File: config.mk
export PLATFORM = sky130hd
export DESIGN_NAME = frnn_cell
export DESIGN_NICKNAME = d
export VERILOG_FILES = /design/src/hw/rtl/frnn_pkg.sv /design/src/hw/rtl/frnn_cell.sv
export SDC_FILE = /design/constraint.sdc
export NUM_CORES = 1
export LEC_CHECK = 0
export BUFFER_PORTS_ARGS = -buffer_cell sky130_fd_sc_hd__buf_2
export CORE_ASPECT_RATIO = 0.5
export CORE_UTILIZATION = 38
export DETAILED_ROUTE_END_ITERATION = 7
export PLACE_DENSITY = 0.81
export SYNTH_ARGS = -nofsm -noshare
export SYNTH_HDL_FRONTEND = slang
export SYNTH_SLANG_ARGS = --single-unit
File: constraint.sdc
create_clock -name clk -period 2.5 [get_ports clk]
set_input_delay 0.125 -clock clk [delete_from_list [all_inputs] [get_ports clk]]
set_output_delay 0.125 -clock clk [all_outputs]
set_load 0.1 [all_outputs]
File: src/hw/rtl/frnn_pkg.sv
// ----------------------------------------------------------------------------
// frnn_pkg
// Shared types, widths and request codes of the fixed radius neighbor search.
// ----------------------------------------------------------------------------
package frnn_pkg;

  // store size and coordinate width
  localparam int MAX_POINTS = 64;
  localparam int COORD_BITS = 16;

  // field widths
  localparam int ID_W  = 32;
  localparam int RAD_W = 34;
  localparam int REQ_W = 2;

  // derived widths
  localparam int CNT_W      = $clog2(MAX_POINTS + 1);
  localparam int DIFF_W     = COORD_BITS + 1;
  localparam int PROD_W     = 2 * DIFF_W;
  localparam int SQ_W       = 2 * COORD_BITS + 1;
  localparam int SUM_W      = SQ_W + 2;
  localparam int CMP_W      = (SUM_W > RAD_W) ? SUM_W : RAD_W;
  localparam int PIPE_DEPTH = 3;
  localparam int STEP_W     = $clog2(MAX_POINTS + PIPE_DEPTH);

  // request codes
  localparam logic [REQ_W-1:0] REQ_LOAD  = 2'd0;
  localparam logic [REQ_W-1:0] REQ_QUERY = 2'd1;
  localparam logic [REQ_W-1:0] REQ_CLEAR = 2'd2;

  typedef logic signed [COORD_BITS-1:0] coord_t;
  typedef logic [ID_W-1:0]              id_t;

  // one stored reference point
  typedef struct packed {
    coord_t x;
    coord_t y;
    coord_t z;
    id_t    id;
  } point_t;

  // result of the distance unit for one stored point
  typedef struct packed {
    logic valid;
    logic hit;
    id_t  id;
  } dist_res_t;

  typedef enum logic [1:0] {
    ST_IDLE,
    ST_SCAN,
    ST_FINISH
  } frnn_state_t;

endpackage

File: src/hw/rtl/frnn_cell.sv
// ----------------------------------------------------------------------------
// frnn_cell
// One storage cell of the reference ring: loads a new point or takes the
// point of its neighbor while the ring rotates.
// ----------------------------------------------------------------------------
module frnn_cell
  import frnn_pkg::*;
(
  input  logic   clk,
  input  logic   ld_en,
  input  point_t ld_point,
  input  logic   shift_en,
  input  point_t shift_in,
  output point_t point_out
);

  point_t point_r;

  // load has priority, loads and rotation never overlap
  always_ff @(posedge clk) begin
    if (ld_en) begin
      point_r <= ld_point;
    end else if (shift_en) begin
      point_r <= shift_in;
    end
  end

  assign point_out = point_r;

endmodule

==> summary.md <==
| Metric | Value |
|---|---|
| WP data required | 2.38 ns |
| Cell types occupying the most area after synthesis | edfxtp_1 64%, mux2_4 31%, buf_12 4.2%, buf_6 0.30%, mux2_2 0.30% |
| Kind of path behind the tightest hold check | input pin to flip-flop |
| RSZ-0062 raised after global routing | no |
| Global-route wire length before repair | 12.9 mm |
| Share of the yosys chip area belonging to registers | 0.636 |
| Number of synthesized flops with an enable pin | 80 |
| Total via count in the routed design | 2,409 |
| Total core area | 0.00954 mm² |
| First-pass detailed-route iteration total | 4 |
| Sinks on the clock net | 80 |
| Sequence of cells on the critical path | buf_2 |
| Worst setup path category | flip-flop to output port |
| DRT antenna net count | 0 |
| Cell Int Power | 2630 µW |
| Worst relative slew slack | 0.583 |
| Net Sw Frac | 0.400 |
| Final GP Congestion | 0.774 |
| Setup violation total in the final timing report | 0 |
| Largest stage delay on the critical path | 0.43 ns |
| Power Density | 831 mW/mm² |
| Category of the worst setup path launch point | flip-flop |
| Leak Pwr | 0.00257 µW |
| P_sw | 1750 µW |
| Setup repair bufs after CTS | 0 |
| Dominant cell type by area after synthesis | edfxtp_1 |
| Sum of buffers and inverters on the critical path | 1 |
| Root buffer selected by CTS | clkbuf_16 |
| Number of placement rows | 25 |
| Horizontal die dimension | 143 µm |
| Mapped Avg Cell Area | 22.2 µm² |
| Peak clock frequency supported by timing | 819 MHz |
| Syn Inst Count | 170 |
| Area share of the largest cell type after synthesis | 0.636 |
| Synthesis warning total | 0 |
| Pin count of the biggest net entering global routing | 74 |
| Detailed Route WL | 9.09 mm |
| Distinct cell type count of the synthesized netlist | 6 |
| Total nets after synthesis | 333 |
| Count of input and output buffers | 242 |
| Outcome | completed |
| Fraction of power consumed by sequential logic | 0.383 |
| Gate power share | 0.364 |
| Final worst-path cycle share | 0.488 |
| Area of the multi-input gates | 0.00121 mm² |
| Proportion of register bits with asynchronous set or reset after synthesis | 0 |
| Accumulated negative setup slack | 0 ns |
| Share of the core filled with cells in the final layout | 0.553 |
| Flip-flop count of the largest register, all copies and words added | 80 |
| Crit-path slowest cell | buf_2 |
| Maximum level of the CTS H-tree | 3 |
| Count of nets after finishing | 580 |
| Initial detailed-routing violation count | 97 |
| TritonCTS clock tree | built |
| DRC | 0 |
| CP endpoint kind | output port |
| Number of register bits inferred by synthesis | 80 |
| Initial Utilization | 0.396 |
| Most common flop cell mapped by yosys | edfxtp_1 |
| Maximum vdd ir drop | 359 µV |
| Register area | 0.00240 mm² |
| Reg clk slew, reported paths | 0.06 ns |
| Routed wire length per instance | 16.4 µm |
| Max-capacitance violation count | 0 |
| Critical Path Fanout Max | 1 |
| Remaining Overflow, GRT | 0 |
| Antenna diodes | 0 |
| Tmin final | 1.22 ns |
| Tightest Pin Transition | 0.625 ns |
| Synth Cell Area | 0.00378 mm² |
| Number of antenna violations at the first check in global routing | 0 |
| Number of buffers inserted for hold repair after clock tree synthesis | 0 |
| Fraction of power consumed by the clock network | 0.253 |
| Number of max-slew violations in the final report | 0 |
| Area added between synthesis and finish | 39.8% |
| Number of global-route vias before repair | 2,489 |
| Layout cells sized above 1 | 0.802 |
| All-Layer GR Usage | 0.171 |
| FILL cells | 791 |
| Vertical die dimension | 72.5 µm |
| Number of CTS-inserted buffers | 9 |
| Most frequent cells after synthesis | 80 x edfxtp_1, 79 x mux2_4, 8 x buf_12 |
| Cell with the most instances after synthesis | edfxtp_1 |
| Worst endpoint data arrival time | 1.10 ns |
| CTS-repair resized insts | 0 |
| Boundary Pins | 243 |
| Deepest clock path buffer count | 2 |
| DIE AREA | 0.0104 mm² |
| Average vias per placed instance | 4.35 |
| Number of hold violations in the final report | 0 |
| Crit-path leading delay family | buffers and inverters |
## cells by family (layout without fill, tap and decap cells)
| family | count (synthesis) | count (layout) | synth area share |
|---|---|---|---|
| mux | 80 | 80 | 0.317 |
| simple gates | 1 | 1 | 0.00166 |
| flops | 80 | 80 | 0.636 |
| buf+inv | 9 | 258 | 0.0454 |
## metrics by stage
stage	std cells	total power, µW	instance area, µm²	hold slack [ns]	setup slack (ns)
2_1_floorplan	170	3040	3780	0.342	0.602
3_3_place_gp	541	3290	5040	0.426	0.997
3_5_place_dp	541	3320	5040	0.428	0.983
4_1_cts	554	4430	5280	0.0848	1.25
5_1_grt	554	4510	5280	0.0904	1.24
6_report	554	4390	5280	0.101	1.28
## layer usage
layer,vias up,track usage,part of all wire
met5,-,0,0
met4,0,0.0526,0.010
met3,9,0.0436,0.033
met2,68,0.340,0.58
met1,1173,0.177,0.37
li1,1159,-,-
## worst paths after layout
check                 cells after the start          start             to
worst max-delay path                      1  point_out[69]  point_out[69]
worst min-delay path                      2   ld_point[29]  point_out[29]
## cell usage in the layout, fill, tap and decap left out
master and count:
buf_12 2, buf_2 241, buf_4 2, clkbuf_1 1, clkbuf_16 9, clkinv_1 2, clkinv_2 1, edfxtp_1 80
mux2_2 1, mux2_4 79, or2_4 1
## final cells by class
type,count,share of cell area
sequential,80,0.455
timing repair buffer,245,0.239
multi-input combinational,81,0.228
clock buffer,10,0.0434
tap,135,0.0320
clock inverter,3,0.00237
## power by group through the flow
stage                     Combinational [µW]  Clock [µW]  Sequential, µW
after global placement                  1590           0            1700
after floorplan                          242           0            2790
after detailed placement                1610           0            1710
after CTS                               1610        1140            1680
after global routing                    1640        1170            1700
final                                   1600        1110            1680
Note: power is estimated with default switching activity, not from simulation.
