--- config.mk ---
export PLATFORM = sky130hd
export DESIGN_NAME = frnn_dist
export DESIGN_NICKNAME = d
export VERILOG_FILES = /design/src/hw/rtl/frnn_pkg.sv /design/src/hw/rtl/frnn_dist.sv
export SDC_FILE = /design/constraint.sdc
export NUM_CORES = 2
export LEC_CHECK = 0
export BUFFER_PORTS_ARGS = -buffer_cell sky130_fd_sc_hd__buf_4
export CORE_ASPECT_RATIO = 0.75
export CORE_UTILIZATION = 55
export CTS_CLUSTER_SIZE = 16
export DETAILED_ROUTE_END_ITERATION = 12
export PLACE_DENSITY = 0.73
export SYNTH_ARGS = -nofsm -noshare
export SYNTH_HDL_FRONTEND = slang
export SYNTH_SLANG_ARGS = --single-unit
--- constraint.sdc ---
create_clock -name clk -period 8.8 [get_ports clk]
set_input_delay 0.44 -clock clk [delete_from_list [all_inputs] [get_ports clk]]
set_output_delay 0.44 -clock clk [all_outputs]
set_load 0.02 [all_outputs]
--- src/hw/rtl/frnn_pkg.sv ---
// ----------------------------------------------------------------------------
// frnn_pkg
// Shared types, widths and request codes of the fixed radius neighbor search.
// ----------------------------------------------------------------------------
package frnn_pkg;

  // store size and coordinate width
  localparam int MAX_POINTS = 64;
  localparam int COORD_BITS = 16;

  // field widths
  localparam int ID_W  = 32;
  localparam int RAD_W = 34;
  localparam int REQ_W = 2;

  // derived widths
  localparam int CNT_W      = $clog2(MAX_POINTS + 1);
  localparam int DIFF_W     = COORD_BITS + 1;
  localparam int PROD_W     = 2 * DIFF_W;
  localparam int SQ_W       = 2 * COORD_BITS + 1;
  localparam int SUM_W      = SQ_W + 2;
  localparam int CMP_W      = (SUM_W > RAD_W) ? SUM_W : RAD_W;
  localparam int PIPE_DEPTH = 3;
  localparam int STEP_W     = $clog2(MAX_POINTS + PIPE_DEPTH);

  // request codes
  localparam logic [REQ_W-1:0] REQ_LOAD  = 2'd0;
  localparam logic [REQ_W-1:0] REQ_QUERY = 2'd1;
  localparam logic [REQ_W-1:0] REQ_CLEAR = 2'd2;

  typedef logic signed [COORD_BITS-1:0] coord_t;
  typedef logic [ID_W-1:0]              id_t;

  // one stored reference point
  typedef struct packed {
    coord_t x;
    coord_t y;
    coord_t z;
    id_t    id;
  } point_t;

  // result of the distance unit for one stored point
  typedef struct packed {
    logic valid;
    logic hit;
    id_t  id;
  } dist_res_t;

  typedef enum logic [1:0] {
    ST_IDLE,
    ST_SCAN,
    ST_FINISH
  } frnn_state_t;

endpackage

--- src/hw/rtl/frnn_dist.sv ---
// ----------------------------------------------------------------------------
// frnn_dist
// Three stage squared distance unit: differences, squares, sum; the radius
// compare is done on the sum register.
// ----------------------------------------------------------------------------
module frnn_dist
  import frnn_pkg::*;
(
  input  logic             clk,
  input  logic             rst_n,
  input  logic             adv,
  input  logic             src_valid,
  input  point_t           src_point,
  input  coord_t           qry_x,
  input  coord_t           qry_y,
  input  coord_t           qry_z,
  input  logic [RAD_W-1:0] radius,
  output dist_res_t        res
);

  logic                     v1_r, v2_r, v3_r;
  logic signed [DIFF_W-1:0] dx_r, dy_r, dz_r;
  logic signed [DIFF_W-1:0] dx_nxt, dy_nxt, dz_nxt;
  logic signed [PROD_W-1:0] px, py, pz;
  logic [SQ_W-1:0]          sqx_r, sqy_r, sqz_r;
  logic [SUM_W-1:0]         sum_r, sum_nxt;
  id_t                      id1_r, id2_r, id3_r;

  // sign-extended differences
  assign dx_nxt = {qry_x[COORD_BITS-1], qry_x} - {src_point.x[COORD_BITS-1], src_point.x};
  assign dy_nxt = {qry_y[COORD_BITS-1], qry_y} - {src_point.y[COORD_BITS-1], src_point.y};
  assign dz_nxt = {qry_z[COORD_BITS-1], qry_z} - {src_point.z[COORD_BITS-1], src_point.z};

  // squares are never negative
  assign px = dx_r * dx_r;
  assign py = dy_r * dy_r;
  assign pz = dz_r * dz_r;

  assign sum_nxt = SUM_W'(sqx_r) + SUM_W'(sqy_r) + SUM_W'(sqz_r);

  // stage valid bits
  always_ff @(posedge clk) begin
    if (!rst_n) begin
      v1_r <= 1'b0;
      v2_r <= 1'b0;
      v3_r <= 1'b0;
    end else if (adv) begin
      v1_r <= src_valid;
      v2_r <= v1_r;
      v3_r <= v2_r;
    end
  end

  // stage payload
  always_ff @(posedge clk) begin
    if (adv) begin
      dx_r  <= dx_nxt;
      dy_r  <= dy_nxt;
      dz_r  <= dz_nxt;
      id1_r <= src_point.id;
      sqx_r <= px[SQ_W-1:0];
      sqy_r <= py[SQ_W-1:0];
      sqz_r <= pz[SQ_W-1:0];
      id2_r <= id1_r;
      sum_r <= sum_nxt;
      id3_r <= id2_r;
    end
  end

  // strict compare against the radius
  assign res.valid = v3_r;
  assign res.hit   = v3_r && (CMP_W'(sum_r) < CMP_W'(radius));
  assign res.id    = id3_r;

endmodule

==> flow_metrics.tcl <==
set metrics [dict create \
    layout_common_cells "1,142 x inv_1, 819 x fa_1, 376 x ha_1" \
    firstDrtPassIters 5 \
    clock_sinks 281 \
    final_util_pct 61.1 \
    area_growth_pct 8.93 \
    clk_pin_slew_ns 0.07 \
    crit_arrival_ns 7.34 \
    worst_pin_slew_ns 1.05 \
    port-buffer-count 199 \
    ys_ff_latch 281 \
    synth_flop_cell "edfxtp_1" \
    cts_hold_buf 6 \
    stdcell_count 5341 \
    hold_ws_ns 0.0402 \
    worstPathCellList "and2_1 > fa_1 > inv_1 > fa_1 > inv_1 > fa_1 > fa_1 > fa_1 > inv_1 > fa_1 > inv_1 > ha_1 > a21oi_1 > o21ai_0 > and3_1 > a211o_1 > a221o_1 > a21oi_1 > xnor2_1" \
    avgRoutedWirePerCell_um 16.0 \
    cp_slowest_cell "edfxtp_1" \
    grt_setup_unrepaired "no" \
    grt_pass1_wl_um 145000 \
    r2r_setup_slack_ns 1.76 \
    num_rows 87 \
    first_global_vias 29300 \
    setup_violations 0 \
    via_per_inst 5.15 \
    drt_iter0_drc 1640 \
    nNetsFinal 5653 \
    grt_max_degree 90 \
    crit_top_cell "fa_1" \
    crit_required_ns 9.10 \
    drive_above_1_share_pct 6.92 \
    wl_um 85600 \
    n_antenna_cell 0 \
    synth-async-reset-ratio_pct 0 \
    post_cts_buffers 0 \
    critPathTopFamily "adder cells" \
    yosys_warnings 0 \
    yosysUniqueCellTypes 66 \
    start_kind "register" \
    h-tree-depth 2 \
    track_usage_pct 23.3 \
    netlist_instances 4116 \
    cts_buffer_depth 3 \
    place.gp.congestion 0.903 \
    tns_ns 0 \
    root_buffer "clkbuf_16" \
    fp.dieArea_sq_um 78400 \
    outcome "complete, no violations" \
    cts_tree "yes" \
    hold_viol 0 \
    clock_skew_ns 0.0397 \
    crit_path_end_kind "register" \
    clk_latency_ns 0.58 \
    grt_overflow 0 \
    numCtsBuffers 35 \
    dpl.hpwl_um 71800 \
    path_class "reg2reg" \
    cpPeakStageDelay_ns 0.82 \
    path_buf_inv 4 \
    finalCriticalPeriod_ns 7.04 \
    fmax_ghz 0.142 \
    fin_crit_sh_pct 80.0 \
    coreArea_sq_um 75800 \
    dp.cells 5272 \
    synth_area_sq_um 42500 \
    antenna_found_initial 0 \
    cts_resized 0 \
    io_pins 200 \
    final_common_cell "inv_1" \
    die_w_um 323 \
    slew_violations 0 \
    hold_class "in2reg" \
    ant_nets 0 \
    vias 27500 \
    synth_edf_count 278 \
    start_util_pct 56.1 \
    syn_avg_cell_area_sq_um 10.3 \
    remaining_drc_errors 0 \
    synth_seq_area_share_pct 19.8 \
    cp_max_fo 32 \
    relSlewSlack_pct 29.8 \
    max_cap_viol_count 0 \
    die_h_um 243 \
]
synthesized netlist by cell type (all sizes together) (3+ instances only):
| cell type | number | area share, % |
|---|---|---|
| and2 | 153 | 2.3 |
| and3 | 13 | 0.19 |
| mux2 | 3 | 0.080 |
| a41oi | 3 | 0.097 |
| clkbuf | 72 | 0.64 |
| o21bai | 8 | 0.14 |
| xnor2 | 158 | 3.3 |
| nand2 | 299 | 2.6 |
| a311oi | 5 | 0.10 |
| inv | 1142 | 10 |
| xor2 | 37 | 0.76 |
| o211ai | 5 | 0.088 |
| a21o | 63 | 1.1 |
| edfxtp | 278 | 20 |
| nand2b | 19 | 0.28 |
| o21ai | 63 | 0.74 |
| nand4 | 15 | 0.22 |
| a21oi | 126 | 1.5 |
| nor3b | 3 | 0.053 |
| a21boi | 5 | 0.088 |
| mux2i | 5 | 0.12 |
| o31ai | 11 | 0.19 |
| nand3 | 34 | 0.40 |
| a31oi | 13 | 0.19 |
| nor3 | 22 | 0.26 |
| a31o | 14 | 0.29 |
| dfxtp | 3 | 0.14 |
| o21a | 28 | 0.49 |
| or2 | 14 | 0.21 |
| o311a | 3 | 0.071 |
| fa | 819 | 39 |
| o22ai | 5 | 0.074 |
| nor2 | 156 | 1.4 |
| ha | 376 | 11 |
| a221oi | 7 | 0.16 |
| or3 | 7 | 0.10 |
| a211oi | 20 | 0.37 |
| o31a | 7 | 0.14 |
| nor2b | 66 | 0.97 |
| a211o | 7 | 0.14 |
cells by family (layout without fill, tap and decap cells):
logic type      count (synthesis)  in the layout  share of synthesized area [%]
buf+inv                      1215           1415                           10.7
simple gates                  809            809                           9.13
flops                         281            281                           19.8
other cells                     1              3                        0.00883
mux                             8              8                          0.197
fa+ha+maj                    1195           1195                           49.7
compound gates                412            412                           6.42
xor+xnor                      195            195                           4.02
routing by layer:
layer	track usage [%]	vias to the layer above	wire, um
met4	6.29	0	2250
met2	36.1	746	38500
li1	-	13000	-
met5	0	-	0
met3	3.85	117	5590
met1	33.9	13700	39300
metrics by stage:
step                      worst slack, ns  area (sq um)
after global routing                 1.31         46300
after CTS                            1.77         46300
after detailed placement             1.81         45000
final                                1.76         46300
after floorplan                      2.31         42500
after global placement               1.84         45000
path summary, 6_finish.rpt:
path / startpoint / end / cells after the start
worst max register to register: dy_r[16] / sqy_r[31] / 19
worst min-delay path: src_point[21] / id1_r[21] / 1
worst min register to register: id1_r[24] / id2_r[24] / 0
worst max-delay path: dy_r[16] / sqy_r[31] / 19
cell type report:
| type | instances | area, sq um |
|---|---|---|
| multi-input combinational | 2622 | 29500 |
| inverter | 1142 | 4290 |
| clock inverter | 26 | 303 |
| sequential | 281 | 8410 |
| tap | 1023 | 1280 |
| clock buffer | 37 | 883 |
| timing repair buffer | 210 | 1600 |
| fill | 6332 | 29500 |
worst register-to-register path, cell delays in order (launching register included):
cell      delay [ns]
edfxtp_1        0.82
and2_1          0.40
fa_1            0.77
inv_1           0.12
fa_1            0.54
inv_1           0.33
fa_1            0.53
fa_1            0.52
fa_1            0.49
inv_1           0.05
fa_1            0.47
inv_1           0.04
ha_1            0.34
a21oi_1         0.18
o21ai_0         0.11
and3_1          0.19
a211o_1         0.32
a221o_1         0.32
a21oi_1         0.17
xnor2_1         0.08
state kept, by name, indices dropped and copies added (netlist names):
| name | cells |
|---|---|
| v1_r | 1 |
| v3_r | 1 |
| dz_r | 17 |
| dx_r | 17 |
| sqx_r | 32 |
| sqy_r | 32 |
| dy_r | 17 |
| sqz_r | 32 |
| v2_r | 1 |
| id3_r | 32 |
| sum_r | 35 |
| id2_r | 32 |
| id1_r | 32 |
Power is not shown: default switching activity piles up to over one toggle a cycle in this logic, so the estimate is an artifact.
